==> src/sv/qet_pkg.sv <==
`timescale 1ns / 1ps
// ----------------------------------------------------------------------------
// qet_pkg
// Shared widths, register indexes and item codes of the quantized elapsed
// time unit.
// ----------------------------------------------------------------------------
package qet_pkg;

	localparam int COUNTER_W   = 64;
	localparam int FREQ_W      = 32;
	localparam int QMS_W       = 10;
	localparam int QCNT_W      = 7;
	localparam int ELAPSED_W   = 16;
	localparam int DEPTH_W     = QMS_W + QCNT_W;
	localparam int MS_PER_SEC  = 1000;
	// ticks * 1000 + freq/2 stays below 2^74
	localparam int NUM_W       = COUNTER_W + 10;
	localparam int STEP_W      = 7;

	localparam int CFG_IDX_W   = 2;
	localparam int CFG_DATA_W  = FREQ_W;

	localparam logic [CFG_IDX_W-1:0] CFG_COUNTER_FREQ = 2'd0;
	localparam logic [CFG_IDX_W-1:0] CFG_QUANT_MS     = 2'd1;
	localparam logic [CFG_IDX_W-1:0] CFG_QUANT_COUNT  = 2'd2;

	localparam logic KIND_START  = 1'b0;
	localparam logic KIND_SAMPLE = 1'b1;

	localparam logic [FREQ_W-1:0]  FREQ_RESET = 32'd10000000;
	localparam logic [QMS_W-1:0]   QMS_RESET  = 10'd20;
	localparam logic [QCNT_W-1:0]  QCNT_RESET = 7'd10;

endpackage

==> src/sv/qet_if.sv <==
`timescale 1ns / 1ps
// ----------------------------------------------------------------------------
// qet_req_if / qet_rsp_if
// Valid/ready channels of the quantized elapsed time unit: counter readings
// in, quantized elapsed times out.
// ----------------------------------------------------------------------------
interface qet_req_if;
	import qet_pkg::*;

	logic                 valid;
	logic                 ready;
	logic                 kind;
	logic [COUNTER_W-1:0] counter_now;

	modport source (output valid, output kind, output counter_now, input ready);
	modport sink   (input valid, input kind, input counter_now, output ready);
endinterface

interface qet_rsp_if;
	import qet_pkg::*;

	logic                 valid;
	logic                 ready;
	logic [ELAPSED_W-1:0] elapsed_ms;
	logic                 saturated;

	modport source (output valid, output elapsed_ms, output saturated, input ready);
	modport sink   (input valid, input elapsed_ms, input saturated, output ready);
endinterface

==> src/sv/quantized_elapsed_time_unit.sv <==
`timescale 1ns / 1ps
// ----------------------------------------------------------------------------
// quantized_elapsed_time_unit
// Measures elapsed time between free-running counter readings and reports it
// in whole quanta of milliseconds, with a saturation depth.
// ----------------------------------------------------------------------------
// Usage:
//   req carries one reading per transaction. kind start latches the reading as
//   the reference and answers 0. kind sample converts the ticks since the last
//   reading to ms (rounded half up), adds the carried remainder, and answers
//   the whole quanta, or the depth quant_ms*quant_count with saturated set.
//   rsp carries exactly one result per req transaction, in order.
//   Configuration must be written through cfg_we/cfg_index/cfg_wdata only while idle; the unit does not enforce this.
// Timing:
//   A start goes straight to the finish state; a sample prepares, converts,
//   sums and, unless it saturates, divides again before finishing. One shared
//   restoring divide step per cycle does 74 steps for the ms conversion and 17
//   more by quant_ms; the result register loads before req.ready returns.
//   req.ready is high only while no transaction is in flight.
//   A result waits in the output register while rsp.ready is low; a finished
//   item is held until the register frees, and req stays blocked meanwhile.
// Reset:
//   arst_n clears the reference reading and the remainder to zero and loads
//   the register defaults (10 MHz, 20 ms quanta, 10 quanta).
// ----------------------------------------------------------------------------
module quantized_elapsed_time_unit (
	input  logic                           clk,
	input  logic                           arst_n,
	input  logic                           cfg_we,
	input  logic [qet_pkg::CFG_IDX_W-1:0]  cfg_index,
	input  logic [qet_pkg::CFG_DATA_W-1:0] cfg_wdata,
	qet_req_if.sink                        req,
	qet_rsp_if.source                      rsp
);
	import qet_pkg::*;

	typedef enum logic [5:0] {
		S_IDLE = 6'b000001,
		S_PREP = 6'b000010,
		S_DIV1 = 6'b000100,
		S_SUM  = 6'b001000,
		S_DIV2 = 6'b010000,
		S_FIN  = 6'b100000
	} state_t;

	state_t               state_q;
	logic [FREQ_W-1:0]    freq_q;
	logic [QMS_W-1:0]     qms_q;
	logic [QCNT_W-1:0]    qcnt_q;
	logic [COUNTER_W-1:0] last_q;
	logic [QMS_W-1:0]     leftover_q;
	logic [STEP_W-1:0]    cnt_q;
	logic                 out_valid_q;

	logic [COUNTER_W-1:0] ticks_q;
	logic [NUM_W-1:0]     div_q;
	logic [FREQ_W-1:0]    rem_q;
	logic [FREQ_W-1:0]    divisor_q;
	logic [DEPTH_W-1:0]   depth_q;
	logic [DEPTH_W-1:0]   sum_q;
	logic [ELAPSED_W-1:0] res_ms_q;
	logic                 res_sat_q;
	logic [ELAPSED_W-1:0] out_ms_q;
	logic                 out_sat_q;

	logic                 req_fire;
	logic                 out_free;
	logic [FREQ_W-1:0]    freq_eff;
	logic [QMS_W-1:0]     qms_eff;
	logic [FREQ_W:0]      trial;
	logic [FREQ_W:0]      diff;
	logic                 ge;
	logic [FREQ_W-1:0]    rem_next;
	logic [FREQ_W:0]      sum_wide;
	logic                 sat;

	assign req.ready   = (state_q == S_IDLE);
	assign req_fire    = req.valid && req.ready;
	assign out_free    = !out_valid_q || rsp.ready;
	assign rsp.valid      = out_valid_q;
	assign rsp.elapsed_ms = out_ms_q;
	assign rsp.saturated  = out_sat_q;

	assign freq_eff = (freq_q == '0) ? FREQ_W'(1) : freq_q;
	assign qms_eff  = (qms_q == '0) ? QMS_W'(1) : qms_q;

	// shared restoring divide step
	assign trial    = {rem_q, div_q[NUM_W-1]};
	assign diff     = trial - {1'b0, divisor_q};
	assign ge       = (trial >= {1'b0, divisor_q});
	assign rem_next = ge ? diff[FREQ_W-1:0] : trial[FREQ_W-1:0];

	// quotient of the conversion sits in div_q after the first pass
	assign sum_wide = {1'b0, div_q[FREQ_W-1:0]} + (FREQ_W+1)'(leftover_q);
	assign sat      = (|div_q[NUM_W-1:FREQ_W]) ||
		(sum_wide > (FREQ_W+1)'(depth_q));

	always_ff @(posedge clk or negedge arst_n) begin
		if (!arst_n) begin
			state_q     <= S_IDLE;
			freq_q      <= FREQ_RESET;
			qms_q       <= QMS_RESET;
			qcnt_q      <= QCNT_RESET;
			last_q      <= '0;
			leftover_q  <= '0;
			cnt_q       <= '0;
			out_valid_q <= 1'b0;
		end else begin
			if (cfg_we) begin
				case (cfg_index)
					CFG_COUNTER_FREQ: freq_q <= cfg_wdata;
					CFG_QUANT_MS:     qms_q  <= cfg_wdata[QMS_W-1:0];
					CFG_QUANT_COUNT:  qcnt_q <= cfg_wdata[QCNT_W-1:0];
					default: ;
				endcase
			end

			if (state_q == S_FIN && out_free) begin
				out_valid_q <= 1'b1;
			end else if (rsp.ready) begin
				out_valid_q <= 1'b0;
			end

			case (state_q)
				S_IDLE: begin
					if (req_fire) begin
						last_q  <= req.counter_now;
						state_q <= (req.kind == KIND_SAMPLE) ? S_PREP : S_FIN;
					end
				end
				S_PREP: begin
					cnt_q   <= STEP_W'(NUM_W);
					state_q <= S_DIV1;
				end
				S_DIV1: begin
					cnt_q <= cnt_q - STEP_W'(1);
					if (cnt_q == STEP_W'(1)) begin
						state_q <= S_SUM;
					end
				end
				S_SUM: begin
					if (sat) begin
						leftover_q <= '0;
						state_q    <= S_FIN;
					end else begin
						cnt_q   <= STEP_W'(DEPTH_W);
						state_q <= S_DIV2;
					end
				end
				S_DIV2: begin
					cnt_q <= cnt_q - STEP_W'(1);
					if (cnt_q == STEP_W'(1)) begin
						leftover_q <= rem_next[QMS_W-1:0];
						state_q    <= S_FIN;
					end
				end
				S_FIN: begin
					if (out_free) begin
						state_q <= S_IDLE;
					end
				end
				default: state_q <= S_IDLE;
			endcase
		end
	end

	// datapath, no reset needed
	always_ff @(posedge clk) begin
		case (state_q)
			S_IDLE: begin
				ticks_q   <= req.counter_now - last_q;
				res_ms_q  <= '0;
				res_sat_q <= 1'b0;
				depth_q   <= DEPTH_W'(qms_eff) * DEPTH_W'(qcnt_q);
			end
			S_PREP: begin
				// ticks * 1000 as ticks * (1024 - 16 - 8)
				div_q     <= (NUM_W'(ticks_q) << 10) - (NUM_W'(ticks_q) << 4) -
					(NUM_W'(ticks_q) << 3) + NUM_W'(freq_eff >> 1);
				rem_q     <= '0;
				divisor_q <= freq_eff;
			end
			S_DIV1: begin
				div_q <= {div_q[NUM_W-2:0], ge};
				rem_q <= rem_next;
			end
			S_SUM: begin
				if (sat) begin
					res_ms_q  <= (depth_q > DEPTH_W'({ELAPSED_W{1'b1}})) ?
						{ELAPSED_W{1'b1}} : depth_q[ELAPSED_W-1:0];
					res_sat_q <= 1'b1;
				end else begin
					sum_q     <= sum_wide[DEPTH_W-1:0];
					div_q     <= {sum_wide[DEPTH_W-1:0], {(NUM_W-DEPTH_W){1'b0}}};
					rem_q     <= '0;
					divisor_q <= FREQ_W'(qms_eff);
				end
			end
			S_DIV2: begin
				div_q <= {div_q[NUM_W-2:0], ge};
				rem_q <= rem_next;
			end
			S_FIN: ;
			default: ;
		endcase
		if (state_q == S_DIV2 && cnt_q == STEP_W'(1)) begin
			// sum - remainder: whole quanta in ms, from the last step's remainder
			res_ms_q  <= ((sum_q - rem_next[DEPTH_W-1:0]) > DEPTH_W'({ELAPSED_W{1'b1}})) ?
				{ELAPSED_W{1'b1}} : ELAPSED_W'(sum_q - rem_next[DEPTH_W-1:0]);
			res_sat_q <= 1'b0;
		end
		if (state_q == S_FIN && out_free) begin
			out_ms_q  <= res_ms_q;
			out_sat_q <= res_sat_q;
		end
	end

	// remainder of the shared divider never reaches the divisor
	a_rem_below_divisor: assert property (@(posedge clk) disable iff (!arst_n)
		(state_q == S_DIV1 || state_q == S_DIV2) |-> (rem_q < divisor_q))
		else $error("divider remainder not below divisor");

	a_sample_enters_prep: assert property (@(posedge clk) disable iff (!arst_n)
		(req_fire && req.kind == KIND_SAMPLE) |=> (state_q == S_PREP))
		else $error("sample transaction did not start conversion");

	a_steps_left: assert property (@(posedge clk) disable iff (!arst_n)
		(state_q == S_DIV1 || state_q == S_DIV2) |-> (cnt_q != '0))
		else $error("divide state with no steps left");

	a_result_from_fin: assert property (@(posedge clk) disable iff (!arst_n)
		$rose(out_valid_q) |-> $past(state_q == S_FIN))
		else $error("result loaded outside finish state");

	a_sat_clears_leftover: assert property (@(posedge clk) disable iff (!arst_n)
		(state_q == S_FIN && res_sat_q) |-> (leftover_q == '0))
		else $error("saturated result kept a remainder");

endmodule
==> src/flat_wrapper.sv <==
// flat-port wrapper written by rule: the top's interface ports become plain ports
module quantized_elapsed_time_unit_flat import qet_pkg::*;
  (clk, arst_n, cfg_we, cfg_index, cfg_wdata, req_valid, req_kind, req_counter_now, req_ready, rsp_valid, rsp_elapsed_ms, rsp_saturated, rsp_ready);
  qet_req_if req_i ();
  qet_rsp_if rsp_i ();
  input  logic clk;
  input  logic arst_n;
  input  logic cfg_we;
  input  logic [qet_pkg::CFG_IDX_W-1:0] cfg_index;
  input  logic [qet_pkg::CFG_DATA_W-1:0] cfg_wdata;
  input wire logic [$bits(req_i.valid)-1:0] req_valid;
  input wire logic [$bits(req_i.kind)-1:0] req_kind;
  input wire logic [$bits(req_i.counter_now)-1:0] req_counter_now;
  output wire logic [$bits(req_i.ready)-1:0] req_ready;
  output wire logic [$bits(rsp_i.valid)-1:0] rsp_valid;
  output wire logic [$bits(rsp_i.elapsed_ms)-1:0] rsp_elapsed_ms;
  output wire logic [$bits(rsp_i.saturated)-1:0] rsp_saturated;
  input wire logic [$bits(rsp_i.ready)-1:0] rsp_ready;
  assign req_i.valid = req_valid;
  assign req_i.kind = req_kind;
  assign req_i.counter_now = req_counter_now;
  assign req_ready = req_i.ready;
  assign rsp_valid = rsp_i.valid;
  assign rsp_elapsed_ms = rsp_i.elapsed_ms;
  assign rsp_saturated = rsp_i.saturated;
  assign rsp_i.ready = rsp_ready;
  quantized_elapsed_time_unit u_core (.clk(clk), .arst_n(arst_n), .cfg_we(cfg_we), .cfg_index(cfg_index), .cfg_wdata(cfg_wdata), .req(req_i), .rsp(rsp_i));
endmodule
==> config.mk <==
export PLATFORM = sky130hd
export DESIGN_NAME = quantized_elapsed_time_unit_flat
export DESIGN_NICKNAME = d
export VERILOG_FILES = /design/src/sv/qet_pkg.sv /design/src/sv/qet_if.sv /design/src/sv/quantized_elapsed_time_unit.sv /design/src/flat_wrapper.sv
export SDC_FILE = /design/constraint.sdc
export NUM_CORES = 1
export LEC_CHECK = 0
export ABC_CLOCK_PERIOD_IN_PS = 8600
export BUFFER_PORTS_ARGS = -buffer_cell sky130_fd_sc_hd__buf_2
export CORE_UTILIZATION = 36
export DETAILED_ROUTE_END_ITERATION = 10
export PLACE_DENSITY_LB_ADDON = 0.12
export SLEW_MARGIN = 20
export SYNTH_ARGS = -nofsm -noshare
export SYNTH_HDL_FRONTEND = slang
export SYNTH_SLANG_ARGS = --single-unit
==> constraint.sdc <==
create_clock -name clk -period 8.6 [get_ports clk]
set_input_delay 1.29 -clock clk [delete_from_list [all_inputs] [get_ports clk]]
set_output_delay 1.29 -clock clk [all_outputs]
set_load 0.01 [all_outputs]
**Word-level counts from Yosys, hierarchy flattened**

Index checks and enable logic that the tools add are counted.

- Register bits: 407
- Input bits: 104
- Output and inout port bits: 19

- $add $sub $neg: 8
- $mul: 1
- Magnitude comparators: 4
- Equal/unequal tests: 16
- Muxes and demuxes: 30
- Bitwise operators: 1
- Reduce and logical (&&, ||, !) cells: 28

Operators with widths:

| kind | number |
|---|---|
| one-hot mux 74 bit (3 select lines) | 1 |
| two-way mux 32 bit | 4 |
| one-hot mux 32 bit (3 select lines) | 1 |
| adder 74 x 31 -> 74 bit | 1 |
| two-way mux 74 bit | 1 |
| subtractor 74 x 67 -> 74 bit | 1 |
| subtractor 74 x 68 -> 74 bit | 1 |
| two-way mux 16 bit | 4 |
| one-hot mux 32 bit (2 select lines) | 1 |
| subtractor 64 bit | 1 |
| OR reduction 42 bit | 1 |
| two-way mux 6 bit | 6 |
| one-hot mux 6 bit (6 select lines) | 1 |
| > comparator 17 x 16 -> 1 bit (second input constant) | 2 |
| adder 32 x 10 -> 33 bit | 1 |
| >= comparator 33 x 32 -> 1 bit | 1 |
| > comparator 33 x 17 -> 1 bit | 1 |
| zero test 32 bit | 1 |
| one-hot mux 16 bit (2 select lines) | 1 |
| subtractor 32 bit | 1 |
| two-way mux 10 bit | 3 |
| one-hot mux 7 bit (3 select lines) | 1 |
| one-hot mux 10 bit (2 select lines) | 1 |
| AND reduction 2 bit | 9 |
| other kinds (29) | 42 |

**Longest topological paths before layout**

- Depth in word-level cells: 6
- Mapped depth: 27

**Worst setup path before layout**

No wires, ideal clock.

- Path kind: register -> register
- From: reg u_core.div_q[0]
- To: reg u_core.div_q[0] (enable)
- Setup time: 0.480 ns
- Data arrival time: 6.552 ns
- Required time: 8.120 ns
- Setup slack: 1.568 ns
- Stages on the path, launching flop included: 22
- Buffers on the path: 0
- Cells stage by stage: edfxtp_1 ha_1 fa_1 a21o_1 a21oi_1 o21bai_1 a21o_1 a21oi_1 o21ai_1 and2_1 nand4_1 xnor2_1 ha_1 a21o_1 a21o_1 a21oi_1 o21ai_0 a21o_1 a21oi_1 nand4_1 o21ai_0 and2_1

- Word-level cells in the longest chain between the ends: 5

RTL lines:

| element | RTL line | source |
|---|---|---|
| start, declared | quantized_elapsed_time_unit.sv:56 | `logic [NUM_W-1:0] div_q;` |
| start signal, assigned | quantized_elapsed_time_unit.sv:178 | `div_q <= (NUM_W'(ticks_q) << 10) - (NUM_W'(ticks_q) << 4) -` |
| start signal, assigned | quantized_elapsed_time_unit.sv:184 | `div_q <= {div_q[NUM_W-2:0], ge};` |
| start signal, assigned | quantized_elapsed_time_unit.sv:194 | `div_q <= {sum_wide[DEPTH_W-1:0], {(NUM_W-DEPTH_W){1'b0}}};` |
| adder 32 x 10 -> 33 bit | quantized_elapsed_time_unit.sv:94 | `assign sum_wide = {1'b0, div_q[FREQ_W-1:0]} + (FREQ_W+1)'(leftover_q);` |
| via u_core.sum_wide[14] | quantized_elapsed_time_unit.sv:74 | `logic [FREQ_W:0] sum_wide;` |
| > comparator 33 x 17 -> 1 bit | quantized_elapsed_time_unit.sv:96 | `(sum_wide > (FREQ_W+1)'(depth_q));` |
| logical OR 1 bit | quantized_elapsed_time_unit.sv:95 | `assign sat = (\|div_q[NUM_W-1:FREQ_W]) \|\|` |
| inequality test 2 bit (no line) | -- |  |
| AND reduction 2 bit (no line) | -- |  |

The timed path passes the listed nets, and every way through them passes these cells.
A chain may end at the register's enable or synchronous reset.

**Final worst setup path**

- From: reg u_core.div_q[0]
- To: reg u_core.div_q[6] (enable)

Same word-level chain as after synthesis.

==> results summary <==
The ratio of cells with drive above 1 in the final layout is 11.2%. The placed instance area is 0.0336 mm². The proportion of synthesized flip-flops having asynchronous set or reset came out at 33.7%. The post-DP HPWL came out at 68600 µm. The flip-flop and latch count after synthesis came out at 407. The floorplan die height is 299 µm.

The worst hold path cell count is 0. The flow ran to the end, and the final reports show no timing, DRC or antenna violations. The number of vias in the routed layout came out at 23980. The critical path buffer and inverter count is 1. Hold repair after CTS inserted 0 buffers. For this block, the initial DRC count from the detailed router was 1339. The reg2reg setup slack is 2.04 ns. Across every metal layer, demand over resource in global routing totals 19.3%. The cell taking the most area after synthesis is sky130_fd_sc_hd__edfxtp_1. The via count of the first global-routing pass is 24531. The tree is rooted in a sky130_fd_sc_hd__clkbuf_16. The via-per-instance ratio is 5.32. The critical path is of the reg2reg type. At the later pin of the worst-skew pair, clock insertion delay measures 0.61 ns. After synthesis, the mean cell area works out to 9.81 µm². The tool flagged a number of max-cap violations equal to 0. The min-delay analysis places its worst path in the category reg2reg. The number of warning messages in the yosys log came out at 0. The synthesized design contains 269 enable-type register cells. In the layout the commonest cells are sky130_fd_sc_hd__inv_1, sky130_fd_sc_hd__ha_1, sky130_fd_sc_hd__edfxtp_1, sky130_fd_sc_hd__nand2_1, sky130_fd_sc_hd__a21oi_1. TritonCTS built the clock tree. The final weighted congestion in routability-driven placement came out at 0.855. The number of antenna violations at the first check in global routing is 1. The residual antenna-violating net count after detailed routing came out at 0. The floorplan die width came out at 299 µm.

The clock transition time at the flip-flop clock pins of the worst setup and hold paths is 0.07 ns. The number of antenna repair diodes came out at 0. The setup violation total in the final timing report came out at 0. The multi-input combinational cell area came out at 0.0186 mm². The gate count of the mapped netlist is 3246. The accumulated negative setup slack came out at 0 ns.

The time the worst path needs with I/O delays and setup is 6.56 ns. Summing all non-filler instances in the final layout gives an area of 0.0352 mm². The number of cells traversed by the worst register-to-register path is 21. The row count came out at 108. The area added between synthesis and finish came out at 10.5%. The H-tree was split into 2 levels.

The number of buffers added on ports came out at 122. The number of buffers on the longest clock path is 3. The maximum fanout encountered on the critical timing path is 60. The number of max-slew violations in the final report was 0. The first global-routing pass estimated 137000 µm of wire. The category of the worst setup path launch point is a flip-flop. After synthesis, the cell types taking the most area are sky130_fd_sc_hd__edfxtp_1, sky130_fd_sc_hd__ha_1, sky130_fd_sc_hd__dfrtp_1, sky130_fd_sc_hd__fa_1, sky130_fd_sc_hd__mux2_2. The pin count of the biggest net entering global routing is 87. After clock tree synthesis, the repair step resized 0 gates. For this design the top-level I/O count stands at 123. The cell family contributing the most delay on the critical path is compound AO/OA/AOI/OAI gates. The arrival time of data at the critical path endpoint came out at 6.82 ns. The number of detailed-route iterations in the first pass came out at 5. The critical path's slowest cell is sky130_fd_sc_hd__and2_4. The total stage count of the critical path came out at 21. The initial cell density of the core is 36.5%. The residual DRC count came out at 0. The net count after synthesis came out at 3764. The total of fill cells in the finished design is 8630. Measured against its own limit, the worst slew margin works out to 28.0%. The number of setup buffers added after CTS is 0. At the end of the flow, the number of nets in the layout was 3825. In the synthesized netlist the dominant register cell turns out to be sky130_fd_sc_hd__edfxtp_1. Walking the worst path, the cells encountered are ha_1 -> fa_1 -> a21o_1 -> a21oi_1 -> o21bai_1 -> a21o_1 -> a21oi_1 -> o21ai_1 -> and2_1 -> nor2_1 -> ha_1 -> a21o_1 -> a21o_1 -> a221oi_1 -> o21ai_0 -> a21o_1 -> a21oi_1 -> nand4_1 -> o21ai_0 -> and2_4 -> buf_4.

For this run, the share of the core covered by cells in the final layout is 40.4%. The share of synthesized area in the top cell type comes to 25.4%. The highest clock frequency the design can meet is 0.152 GHz. For the pin with the worst max-slew slack, the measured transition is 1.05 ns. The leftover overflow at the end of global routing is 0. Summing all flip-flop and latch instances after layout gives 0.0115 mm². The mapped cell area is 0.0318 mm². The largest incremental delay on the critical path came out at 0.79 ns.

The total detailed-routing wirelength is 86700 µm. Dividing the detail-routed wire length by the instance count gives 19.3 µm. The number of buffers inserted during clock tree synthesis is 51. The total core area came out at 0.0872 mm². The sink count of the clock tree is 407. The required time of the critical path is 8.86 ns. Hold is met by 0.411 ns.

The worst clock skew is 0.0189 ns. The number of distinct standard cells referenced by the synthesized netlist is 87. The most used cell along the critical path is sky130_fd_sc_hd__a21o_1. Setup repair after global routing left no endpoint under its margin. The worst setup path is captured at a flip-flop. The most common library cell in the layout ignoring fill and taps is sky130_fd_sc_hd__inv_1.

The count of final hold-check violations came out at 0. The register area share after synthesis came out at 36.2%. The post-route clock period utilization came out at 76.3%. The floorplan die area is 0.0897 mm².
## final cells by class
type	instances	area share (%)
clock inverter	22	0.572
clock buffer	73	4.05
sequential	407	32.8
timing repair buffer	143	2.20
tap	1155	4.11
multi-input combinational	2395	53.0
inverter	309	3.30
## cells by family (layout without fill, tap and decap cells)
group                      count (synthesis)  count (layout)  share of synthesized area (%)
xor gates and xnor gates                 199             199                           5.47
AOI/OAI and AO/OA                        850             850                           16.9
buffers and inverters                    444             547                           5.32
DFF                                      407             407                           36.2
adders and majority gates                416             416                           19.3
and+or+nand+nor                          805             805                           12.3
muxes                                    125             125                           4.38
## path summary, 6_finish.rpt
path,startpoint,end
setup / recovery,u_core.div_q[0],u_core.div_q[6]
hold / removal,u_core.res_ms_q[12],u_core.rsp.elapsed_ms[12]
setup reg to reg,u_core.div_q[0],u_core.div_q[6]
hold reg to reg,u_core.res_ms_q[12],u_core.rsp.elapsed_ms[12]
max in group asynchronous,arst_n,u_core.qcnt_q[4]
min in group asynchronous,arst_n,u_core.last_q[40]
## cell usage after synthesis, types with 48 or more instances
cell and instances:
sky130_fd_sc_hd__nor2_1 170, sky130_fd_sc_hd__dfrtp_1 124, sky130_fd_sc_hd__clkbuf_1 126, sky130_fd_sc_hd__a21o_1 150, sky130_fd_sc_hd__ha_1 288, sky130_fd_sc_hd__nand2_1 261, sky130_fd_sc_hd__nor3_1 52, sky130_fd_sc_hd__mux2_2 112
sky130_fd_sc_hd__a21oi_1 236, sky130_fd_sc_hd__fa_1 126, sky130_fd_sc_hd__inv_1 309, sky130_fd_sc_hd__edfxtp_1 269, sky130_fd_sc_hd__xnor2_1 116, sky130_fd_sc_hd__nand3_1 48, sky130_fd_sc_hd__and2_1 64, sky130_fd_sc_hd__o21ai_0 204
sky130_fd_sc_hd__xor2_1 83
## registers in the layout (all words and copies together), names as in the netlist
signal	cells
u_core.qcnt_q	7
u_core.leftover_q	10
u_core.freq_q	32
u_core.rsp.valid	1
u_core.cnt_q	7
u_core.divisor_q	32
u_core.last_q	64
u_core.state_q	6
u_core.sum_q	17
u_core.res_sat_q	1
u_core.rsp.saturated	1
u_core.res_ms_q	16
u_core.div_q	74
u_core.rem_q	32
u_core.ticks_q	64
u_core.qms_q	10
u_core.rsp.elapsed_ms	16
u_core.depth_q	17
## through the flow
stage | setup WS (ns) | cells
after global routing | 1.48 | 4504
after detailed placement | 2.13 | 4409
after floorplan | 1.57 | 3246
final | 2.04 | 4504
after CTS | 2.11 | 4504
after global placement | 2.38 | 4409
## metal layers
layer	up-vias	GRT usage [%]	wire, µm
met3	98	2.18	3190
met2	426	32.2	40600
li1	11715	-	-
met5	-	0	0
met1	11741	26.8	41400
met4	0	4.30	1580
Power is not shown: default switching activity piles up to over one toggle a cycle in this logic, so the estimate is an artifact.
